[config.mk]
export PLATFORM = sky130hd
export DESIGN_NAME = sync_crc32_binary_deframer_top
export DESIGN_NICKNAME = d
export VERILOG_FILES = /design/src/hw/rtl/scbd_pkg.sv /design/src/hw/rtl/sync_crc32_binary_deframer_top.sv
export SDC_FILE = /design/constraint.sdc
export NUM_CORES = 2
export LEC_CHECK = 0
export BUFFER_PORTS_ARGS = -buffer_cell sky130_fd_sc_hd__buf_2
export CAP_MARGIN = 20
export CORE_UTILIZATION = 55
export DETAILED_ROUTE_END_ITERATION = 12
export PLACE_DENSITY_LB_ADDON = 0.12
export SYNTH_ARGS = -nofsm -noshare
export SYNTH_HDL_FRONTEND = slang
export SYNTH_SLANG_ARGS = --single-unit
[constraint.sdc]
create_clock -name clk -period 11.5 [get_ports clk]
set_clock_uncertainty 0.05 [all_clocks]
set_input_delay 0 -clock clk [delete_from_list [all_inputs] [get_ports clk]]
set_output_delay 0 -clock clk [all_outputs]
set_load 0.02 [all_outputs]
[src/hw/rtl/scbd_pkg.sv]
// ----------------------------------------------------------------------------
// scbd_pkg: shared constants and the byte-wide CRC step
// Sync pattern, fixed header offsets, status and kind codes, and the
// unrolled reflected CRC-32 update for one byte.
// ----------------------------------------------------------------------------
package scbd_pkg;

  // default header size in bytes, counted from the first sync byte
  localparam int HdrBytesDef = 28;

  // sync sequence
  localparam logic [7:0] Sync0 = 8'hAA;
  localparam logic [7:0] Sync1 = 8'h44;
  localparam logic [7:0] Sync2 = 8'h12;
  localparam logic [15:0] SyncHist = {Sync0, Sync1};

  // fixed header offsets
  localparam logic [16:0] OfsSync2 = 17'd2;
  localparam logic [16:0] OfsAfterSync = 17'd3;
  localparam logic [16:0] OfsIdLo = 17'd4;
  localparam logic [16:0] OfsIdHi = 17'd5;
  localparam logic [16:0] OfsLenLo = 17'd8;
  localparam logic [16:0] OfsLenHi = 17'd9;

  // configuration register indexes
  localparam logic CfgPoly = 1'b0;
  localparam logic CfgMaxLen = 1'b1;

  // reset values of the configuration registers
  localparam logic [31:0] PolyDef = 32'hEDB88320;
  localparam logic [15:0] MaxLenDef = 16'hFFFF;

  // result kinds
  localparam logic KindByte = 1'b0;
  localparam logic KindEnd = 1'b1;

  // end report status
  localparam logic [1:0] StOk = 2'd0;
  localparam logic [1:0] StCrcErr = 2'd1;
  localparam logic [1:0] StTooLong = 2'd2;

  // received crc byte lanes
  localparam logic [1:0] Lane0 = 2'd0;
  localparam logic [1:0] Lane1 = 2'd1;
  localparam logic [1:0] Lane2 = 2'd2;
  localparam logic [1:0] Lane3 = 2'd3;

  // one byte of reflected crc, lsb first, unrolled over eight bit steps
  function automatic logic [31:0] crc_byte(input logic [31:0] crc,
                                           input logic [7:0] b,
                                           input logic [31:0] poly);
    logic [31:0] c;
    c = crc ^ {24'd0, b};
    for (int k = 0; k < 8; k++) begin
      if (c[0]) begin
        c = (c >> 1) ^ poly;
      end else begin
        c = c >> 1;
      end
    end
    return c;
  endfunction

endpackage

[src/hw/rtl/sync_crc32_binary_deframer_top.sv]
// ----------------------------------------------------------------------------
// sync_crc32_binary_deframer_top: sync-marked binary frame deframer
// Hunts for AA 44 12, passes on header and payload bytes with their offset,
// checks a trailing little-endian reflected CRC-32 and reports frame status.
// ----------------------------------------------------------------------------
//
//  channel  | dir | tdata                                      | tuser
//  ---------+-----+--------------------------------------------+-----------
//  in_      | in  | rx_byte                                    | -
//  out_     | out | frame_byte, byte_offset, message_id,       | item_kind
//           |     | payload_len, frame_status (+5 zero bits)   |
//  cfg_     | in  | cfg_wdata to register cfg_addr             | -
//
// One byte per cycle unless stalled; parse state and the result register load
// at the input transfer edge, so a result is offered from the next cycle.
// A write to crc_poly holds in_tready low, counted down by settle_r, while the
// cached CRC of the first two sync bytes is recomputed; the same hold follows reset.
// Input also stalls while a result waits in the output register unread.
// Reset (rst_n low, synchronous) returns to hunting with empty sync history.
module sync_crc32_binary_deframer_top
  import scbd_pkg::*;
#(
  parameter int HEADER_BYTES = HdrBytesDef
) (
  input  logic        clk,
  input  logic        rst_n,
  // input stream
  input  logic        in_tvalid,
  output logic        in_tready,
  input  logic [7:0]  in_tdata,   // [7:0] rx_byte
  // result stream
  output logic        out_tvalid,
  input  logic        out_tready,
  output logic [63:0] out_tdata,  // [7:0] frame_byte, [24:8] byte_offset,
                                  // [40:25] message_id, [56:41] payload_len,
                                  // [58:57] frame_status, [63:59] zero
  output logic        out_tuser,  // [0] item_kind
  // configuration writes
  input  logic        cfg_we,
  input  logic        cfg_addr,
  input  logic [31:0] cfg_wdata
);

  // parse phases
  localparam logic [1:0] PhHunt = 2'd0;
  localparam logic [1:0] PhHead = 2'd1;
  localparam logic [1:0] PhBody = 2'd2;
  localparam logic [1:0] PhCrc  = 2'd3;

  localparam logic [1:0] PolySettle = 2'd2;
  localparam logic [16:0] HdrLen = 17'(HEADER_BYTES);

  // configuration
  logic [31:0] poly_r;
  logic [15:0] max_len_r;
  logic [1:0]  settle_r;
  logic [31:0] crc_aa_r;
  logic [31:0] crc_aa44_r;

  // parse state
  logic [1:0]  phase_r, phase_nxt;
  logic [15:0] hist_r, hist_nxt;
  logic [16:0] pos_r, pos_nxt;
  logic [15:0] mid_r, mid_nxt;
  logic [15:0] len_r, len_nxt;
  logic [31:0] crc_r, crc_nxt;
  logic [31:0] rx_crc_r, rx_crc_nxt;

  // result register
  logic        out_valid_r;
  logic        out_kind_r, out_kind_nxt;
  logic [7:0]  out_byte_r, out_byte_nxt;
  logic [16:0] out_off_r, out_off_nxt;
  logic [15:0] out_mid_r;
  logic [15:0] out_len_r;
  logic [1:0]  out_stat_r, out_stat_nxt;
  logic        emit;

  logic        in_xfer;
  logic [7:0]  b;
  logic [16:0] pos_inc;
  logic [16:0] body_end;
  logic [1:0]  lane;
  logic [31:0] crc_step;

  assign in_tready = (settle_r == 2'd0) && (!out_valid_r || out_tready);
  assign in_xfer = in_tvalid && in_tready;
  assign b = in_tdata;
  assign pos_inc = pos_r + 17'd1;
  assign body_end = HdrLen + {1'b0, len_r};
  assign lane = pos_r[1:0] - body_end[1:0];
  assign crc_step = crc_byte(crc_r, b, poly_r);

  // configuration registers and cached crc over the first two sync bytes
  always_ff @(posedge clk) begin
    if (!rst_n) begin
      poly_r <= PolyDef;
      max_len_r <= MaxLenDef;
      settle_r <= PolySettle;
    end else begin
      if (cfg_we && cfg_addr == CfgPoly) begin
        poly_r <= cfg_wdata;
        settle_r <= PolySettle;
      end else if (settle_r != 2'd0) begin
        settle_r <= settle_r - 2'd1;
      end
      if (cfg_we && cfg_addr == CfgMaxLen) begin
        max_len_r <= cfg_wdata[15:0];
      end
    end
    crc_aa_r <= crc_byte(32'd0, Sync0, poly_r);
    crc_aa44_r <= crc_byte(crc_aa_r, Sync1, poly_r);
  end

  // byte parser
  always_comb begin
    phase_nxt = phase_r;
    hist_nxt = hist_r;
    pos_nxt = pos_r;
    mid_nxt = mid_r;
    len_nxt = len_r;
    crc_nxt = crc_r;
    rx_crc_nxt = rx_crc_r;
    emit = 1'b0;
    out_kind_nxt = KindByte;
    out_byte_nxt = b;
    out_off_nxt = pos_r;
    out_stat_nxt = StOk;
    case (phase_r)
      PhHead: begin
        if (pos_r == OfsIdLo) mid_nxt = {mid_r[15:8], b};
        if (pos_r == OfsIdHi) mid_nxt = {b, mid_r[7:0]};
        if (pos_r == OfsLenLo) len_nxt = {len_r[15:8], b};
        if (pos_r == OfsLenHi) len_nxt = {b, len_r[7:0]};
        emit = 1'b1;
        if (pos_r == OfsLenHi && len_nxt > max_len_r) begin
          // oversized frame: report and drop
          out_kind_nxt = KindEnd;
          out_byte_nxt = 8'd0;
          out_stat_nxt = StTooLong;
          phase_nxt = PhHunt;
          hist_nxt = 16'd0;
        end else begin
          crc_nxt = crc_step;
          pos_nxt = pos_inc;
          if (pos_inc >= HdrLen) begin
            rx_crc_nxt = 32'd0;
            phase_nxt = (len_nxt == 16'd0) ? PhCrc : PhBody;
          end
        end
      end
      PhBody: begin
        crc_nxt = crc_step;
        pos_nxt = pos_inc;
        emit = 1'b1;
        if (pos_inc >= body_end) begin
          rx_crc_nxt = 32'd0;
          phase_nxt = PhCrc;
        end
      end
      PhCrc: begin
        case (lane)
          Lane0:   rx_crc_nxt[7:0] = b;
          Lane1:   rx_crc_nxt[15:8] = b;
          Lane2:   rx_crc_nxt[23:16] = b;
          Lane3:   rx_crc_nxt[31:24] = b;
          default: rx_crc_nxt = rx_crc_r;
        endcase
        pos_nxt = pos_inc;
        if (lane == Lane3) begin
          emit = 1'b1;
          out_kind_nxt = KindEnd;
          out_byte_nxt = 8'd0;
          out_stat_nxt = (rx_crc_nxt == crc_r) ? StOk : StCrcErr;
          phase_nxt = PhHunt;
          hist_nxt = 16'd0;
        end
      end
      default: begin
        // hunting
        if (hist_r == SyncHist && b == Sync2) begin
          mid_nxt = 16'd0;
          len_nxt = 16'd0;
          rx_crc_nxt = 32'd0;
          crc_nxt = crc_byte(crc_aa44_r, Sync2, poly_r);
          hist_nxt = 16'd0;
          pos_nxt = OfsAfterSync;
          phase_nxt = PhHead;
          emit = 1'b1;
          out_off_nxt = OfsSync2;
        end else begin
          phase_nxt = PhHunt;
          hist_nxt = {hist_r[7:0], b};
        end
      end
    endcase
  end

  // parse state registers
  always_ff @(posedge clk) begin
    if (!rst_n) begin
      phase_r <= PhHunt;
      hist_r <= 16'd0;
      pos_r <= 17'd0;
      mid_r <= 16'd0;
      len_r <= 16'd0;
      crc_r <= 32'd0;
      rx_crc_r <= 32'd0;
    end else if (in_xfer) begin
      phase_r <= phase_nxt;
      hist_r <= hist_nxt;
      pos_r <= pos_nxt;
      mid_r <= mid_nxt;
      len_r <= len_nxt;
      crc_r <= crc_nxt;
      rx_crc_r <= rx_crc_nxt;
    end
  end

  // output register
  always_ff @(posedge clk) begin
    if (!rst_n) begin
      out_valid_r <= 1'b0;
    end else if (in_xfer) begin
      out_valid_r <= emit;
    end else if (out_tready) begin
      out_valid_r <= 1'b0;
    end
    if (in_xfer && emit) begin
      out_kind_r <= out_kind_nxt;
      out_byte_r <= out_byte_nxt;
      out_off_r <= out_off_nxt;
      out_mid_r <= mid_nxt;
      out_len_r <= len_nxt;
      out_stat_r <= out_stat_nxt;
    end
  end

  assign out_tvalid = out_valid_r;
  assign out_tuser = out_kind_r;
  assign out_tdata = {5'd0, out_stat_r, out_len_r, out_mid_r, out_off_r, out_byte_r};

  // a completed sync moves the parser into the header
  a_sync_to_head: assert property (@(posedge clk) disable iff (!rst_n)
    (in_xfer && phase_r == PhHunt && hist_r == SyncHist && b == Sync2)
      |=> (phase_r == PhHead && pos_r == OfsAfterSync))
    else $error("sync did not enter header phase");

  // frame bytes never carry a status
  a_byte_status: assert property (@(posedge clk) disable iff (!rst_n)
    (out_valid_r && out_kind_r == KindByte) |-> (out_stat_r == StOk))
    else $error("frame byte with nonzero status");

  // a crc verdict comes only after a full header and the four crc bytes
  a_end_offset: assert property (@(posedge clk) disable iff (!rst_n)
    (out_valid_r && out_kind_r == KindEnd && out_stat_r != StTooLong)
      |-> (out_off_r >= HdrLen + 17'd3))
    else $error("crc report before end of frame");

endmodule

==> metrics.log <==
[metrics] run status: completed
[metrics] leakage power: 11.54 nW
[metrics] category of the critical setup timing path: reg2reg
[metrics] number of vias after detailed routing: 27660
[metrics] area occupied by multi-input gates: roughly 21000 sq um
[metrics] flip-flop and latch count after synthesis: 306
[metrics] per-cell routed wire length: between 20 and 25 um
[metrics] initial antenna violation count: 0
[metrics] vertical die dimension: 232.4 um
[metrics] highest net fanout along the worst path: 32
[metrics] initial standard-cell utilization of the core: 0.5557
[metrics] gp weighted congestion: 0.9052
[metrics] proportion of power drawn by combinational gates: 0.650
[metrics] setup bufs post-CTS: 0
[metrics] average size of a mapped cell: 7.347 sq um
[metrics] Area Overhead vs Synth: 8.629%
[metrics] Detail Route Antenna Nets: 0
[metrics] Area contributors post-synth: sky130_fd_sc_hd__xnor2_1 23%, sky130_fd_sc_hd__dfxtp_1 17%, sky130_fd_sc_hd__nand2_1 13%
[metrics] Net Sw Power: 3.225 mW
[metrics] post-detailed-placement half-perimeter wirelength: slightly above 60 mm
[metrics] 1st-pass router iterations: 6
[metrics] worst vdd rail ir drop: 0.1407 mV
[metrics] routed wire length: about 96 mm
[metrics] CP endpoint kind: flip-flop
[metrics] YS warnings: 0
[metrics] instance count after placement with tap cells included: about 4500
[metrics] proportion of synthesized chip area in sequential cells: 0.2303
[metrics] worst slack at placement: approximately 5.1 ns
[metrics] fraction of layout instances using a drive strength above 1: 0.08393
[metrics] main flop type after synthesis: sky130_fd_sc_hd__dfxtp_1
[metrics] startpoint types: flip-flop
[metrics] fill cell count: 4906
[metrics] die area: 54020 sq um
[metrics] Max clock buf depth: 3
[metrics] final period utilization: 0.5488
[metrics] count of input and output buffers: around 110
[metrics] RSZ-0062 raised after global routing: false
[metrics] diode insertion count for antenna repair: 0
[metrics] final routed DRC violation total: 0
[metrics] clock insertion delay at the later pin of the skew report: between 0.5 and 0.6 ns
[metrics] core utilization of the finished layout: 0.6037
[metrics] register cell area after layout: between 6000 and 7000 sq um
[metrics] clock tree from TritonCTS: done
[metrics] total number of H-tree levels: 2
[metrics] number of non-filler instances in the completed layout: 4608
[metrics] overall routing resource usage: 0.3464
[metrics] quantity of gates resized following cts: 0
[metrics] achievable frequency: 158.4 MHz
[metrics] Max-Slew Margin vs Limit: 0.2090
[metrics] first-pass GRT wire length: 147.2 mm
[metrics] Hold Vio Cnt, Final: 0
[metrics] count of clock tree sinks: 306
[metrics] required time worst endpoint: 11.93 ns
[metrics] PnR worst setup slack: 5.188 ns
[metrics] clock network power share: 0.174
[metrics] clock tree root buffer cell: sky130_fd_sc_hd__clkbuf_16
[metrics] number of vias per cell after detailed routing: 6.002
[metrics] transition time at the pin with the least slew margin: 1.187 ns
[metrics] Num CTS Buffers: 39
[metrics] clock period minus final worst setup slack: ~6.3 ns
[metrics] library cell occupying the most area in the post-synthesis netlist: sky130_fd_sc_hd__xnor2_1
[metrics] Remaining Overflow, GRT: 0
[metrics] area share of the leading cell type in the synthesized netlist: 0.2267
[metrics] CP arrival: roughly 6.7 ns
[metrics] worst min-delay path class: in2reg
[metrics] Reg clk slew, reported paths: 0.06 ns
[metrics] most common cell in the netlist: sky130_fd_sc_hd__nand2_1
[metrics] number of global-route vias before repair: 25380
[metrics] Unique masters post-synth: 93
[metrics] number of ports placed on the die boundary: around 110
[metrics] final number of max-transition violations: 0
[metrics] share of flip-flops with an asynchronous set or reset after synthesis: 0
[metrics] area of all placed cells without fillers: 31720 sq um
[metrics] DP Area: 29910 sq um
[metrics] violation count after the first detailed-route iteration: 2717
[metrics] Site Rows: between 80 and 90
[metrics] max cap viols: 0
[metrics] Fin Setup TNS: 0 ns
[metrics] sequential share of power: 0.175
[metrics] internal power summed over all cells: 4.219 mW
[metrics] commonest cells in the synthesized netlist: 1020 x sky130_fd_sc_hd__nand2_1, 756 x sky130_fd_sc_hd__xnor2_1, 261 x sky130_fd_sc_hd__clkbuf_1
[metrics] net count reported at finish: 3980
[metrics] final setup violation count: 0
[metrics] Switching Share: 0.4332
[metrics] pin count of the biggest net entering global routing: 81
[metrics] gate count of the mapped netlist: around 4000
[metrics] Die Width: 232.4 um
[metrics] number of enable-type register cells in the synthesized netlist: 60
[metrics] internal reg-to-reg setup slack: 5.19 ns
[metrics] combined area of all synthesized cells: 29200 sq um
[metrics] Core Area: 52550 sq um
[metrics] Power per Cell Area: 234.6 nW/um^2
[cell families (layout without fill, tap and decap cells)]
kind of cell / Yosys count / count (layout) / synth area share
buffers and inverters: 428 / 369 / 0.05844
AND/OR/NAND/NOR: 1560 / 1560 / 0.2329
adder cells (fa/ha/maj): 43 / 43 / 0.01842
other: 1 / 5 / 0.0001284
flip-flops: 306 / 306 / 0.2303
XOR/XNOR: 888 / 888 / 0.2733
multiplexers: 70 / 70 / 0.02468
AO/OA/AOI/OAI: 679 / 679 / 0.1618
[flip-flops by register name, summed over array words and instances (netlist names), 2 cells and up, named ones only]
| name | flops |
|---|---|
| crc_aa44_r | 32 |
| crc_aa_r | 32 |
| crc_r | 32 |
| poly_r | 32 |
| rx_crc_r | 32 |
| out_off_r | 17 |
| pos_r | 17 |
| hist_r | 16 |
| len_r | 16 |
| max_len_r | 16 |
| mid_r | 16 |
| out_len_r | 16 |
| out_mid_r | 16 |
| out_byte_r | 8 |
| out_stat_r | 2 |
| settle_r | 2 |
[worst max-delay path: stages, from the launching register on]
cell	delay [ns]
sky130_fd_sc_hd__dfxtp_1	0.38
sky130_fd_sc_hd__nor4_1	0.31
sky130_fd_sc_hd__nand3_1	0.13
sky130_fd_sc_hd__nor4_1	0.38
sky130_fd_sc_hd__and3_1	0.64
sky130_fd_sc_hd__o21ai_0	0.26
sky130_fd_sc_hd__ha_1	0.33
sky130_fd_sc_hd__nor2b_1	0.13
sky130_fd_sc_hd__o21a_1	0.16
sky130_fd_sc_hd__o21a_1	0.17
sky130_fd_sc_hd__o21a_1	0.16
sky130_fd_sc_hd__o21a_1	0.16
sky130_fd_sc_hd__o21a_1	0.16
sky130_fd_sc_hd__o21a_1	0.17
sky130_fd_sc_hd__o21ai_0	0.14
sky130_fd_sc_hd__a21oi_1	0.11
sky130_fd_sc_hd__o211ai_1	0.18
sky130_fd_sc_hd__buf_4	0.42
sky130_fd_sc_hd__and2_1	0.53
sky130_fd_sc_hd__nand3_1	0.82
sky130_fd_sc_hd__o21ai_0	0.39
[per-stage QoR]
stage,hold slack (ns),power [mW]
4_1_cts,0.01496,7.420
3_3_place_gp,0.1589,6.067
3_5_place_dp,0.1602,6.102
5_1_grt,0.07536,7.859
6_report,0.04984,7.444
2_1_floorplan,0.07431,5.274
[power groups by stage]
| stage | sequential [mW] | clock, mW | combinational [mW] |
|---|---|---|---|
| CTS | 1.31 | 1.31 | 4.80 |
| global route | 1.32 | 1.35 | 5.19 |
| detailed placement | 1.33 | 0 | 4.77 |
| global placement | 1.33 | 0 | 4.74 |
| floorplan | 1.30 | 0 | 3.98 |
| finish | 1.31 | 1.30 | 4.84 |
[worst paths after layout]
check,end,start,cells past startpoint
worst max-delay path,crc_r[12]$_SDFFE_PN0P_,pos_r[5]$_SDFFE_PN0P_,20
worst min-delay path,rx_crc_r[0]$_SDFFE_PN0P_,in_tdata[0],3
worst max register to register,crc_r[12]$_SDFFE_PN0P_,pos_r[5]$_SDFFE_PN0P_,20
worst min register to register,poly_r[25]$_SDFFE_PN0P_,poly_r[25]$_SDFFE_PN0P_,2
[layer usage]
layer	GRT usage	vias up	share of wire	wire length (um)
li1	-	13150	-	-
met1	0.4442	13050	0.41	39130
met2	0.5745	1205	0.47	44600
met3	0.04645	256	0.081	7717
met4	0.1591	0	0.045	4285
met5	0	-	0	0
[cell usage in the layout (no fill, tap or decap), drive strengths merged, types with 21 or more instances in the layout]
| cell type | Yosys | final |
|---|---|---|
| xor2 | 118 | 118 |
| dfxtp | 246 | 246 |
| or3 | 37 | 37 |
| a21oi | 178 | 178 |
| xnor2 | 756 | 756 |
| inv | 59 | 63 |
| nor2b | 40 | 40 |
| a31oi | 34 | 34 |
| and3 | 36 | 36 |
| mux2i | 54 | 54 |
| nor3 | 38 | 38 |
| o21ai | 111 | 111 |
| nand4 | 58 | 58 |
| a32oi | 32 | 32 |
| o2111ai | 31 | 31 |
| edfxtp | 60 | 60 |
| o211ai | 55 | 55 |
| buf | 105 | 191 |
| and2 | 28 | 28 |
| a22o | 21 | 21 |
| nand2 | 1020 | 1020 |
| nor2 | 156 | 156 |
| clkbuf | 261 | 49 |
| nand2b | 24 | 24 |
| a211o | 27 | 27 |
| ha | 43 | 43 |
| nand3 | 56 | 56 |
| dlygate4sd3 | 0 | 46 |
[area by class of cell]
class | count | share of cell area
Sequential cell | 306 | 0.2122
Tap cell | 688 | 0.02713
Clock inverter | 21 | 0.008795
Inverter | 62 | 0.007415
Timing Repair Buffer | 237 | 0.05175
Multi-Input combinational cell | 3245 | 0.6601
Clock buffer | 49 | 0.03258
[repair_timing]
item | 4_1_cts | 5_1_grt
hold buffers | 45 | 1
endpoints found under the setup margin | 0 | 0
hold endpoints to repair | 112 | 1
Power figures use the tool's default switching activity.
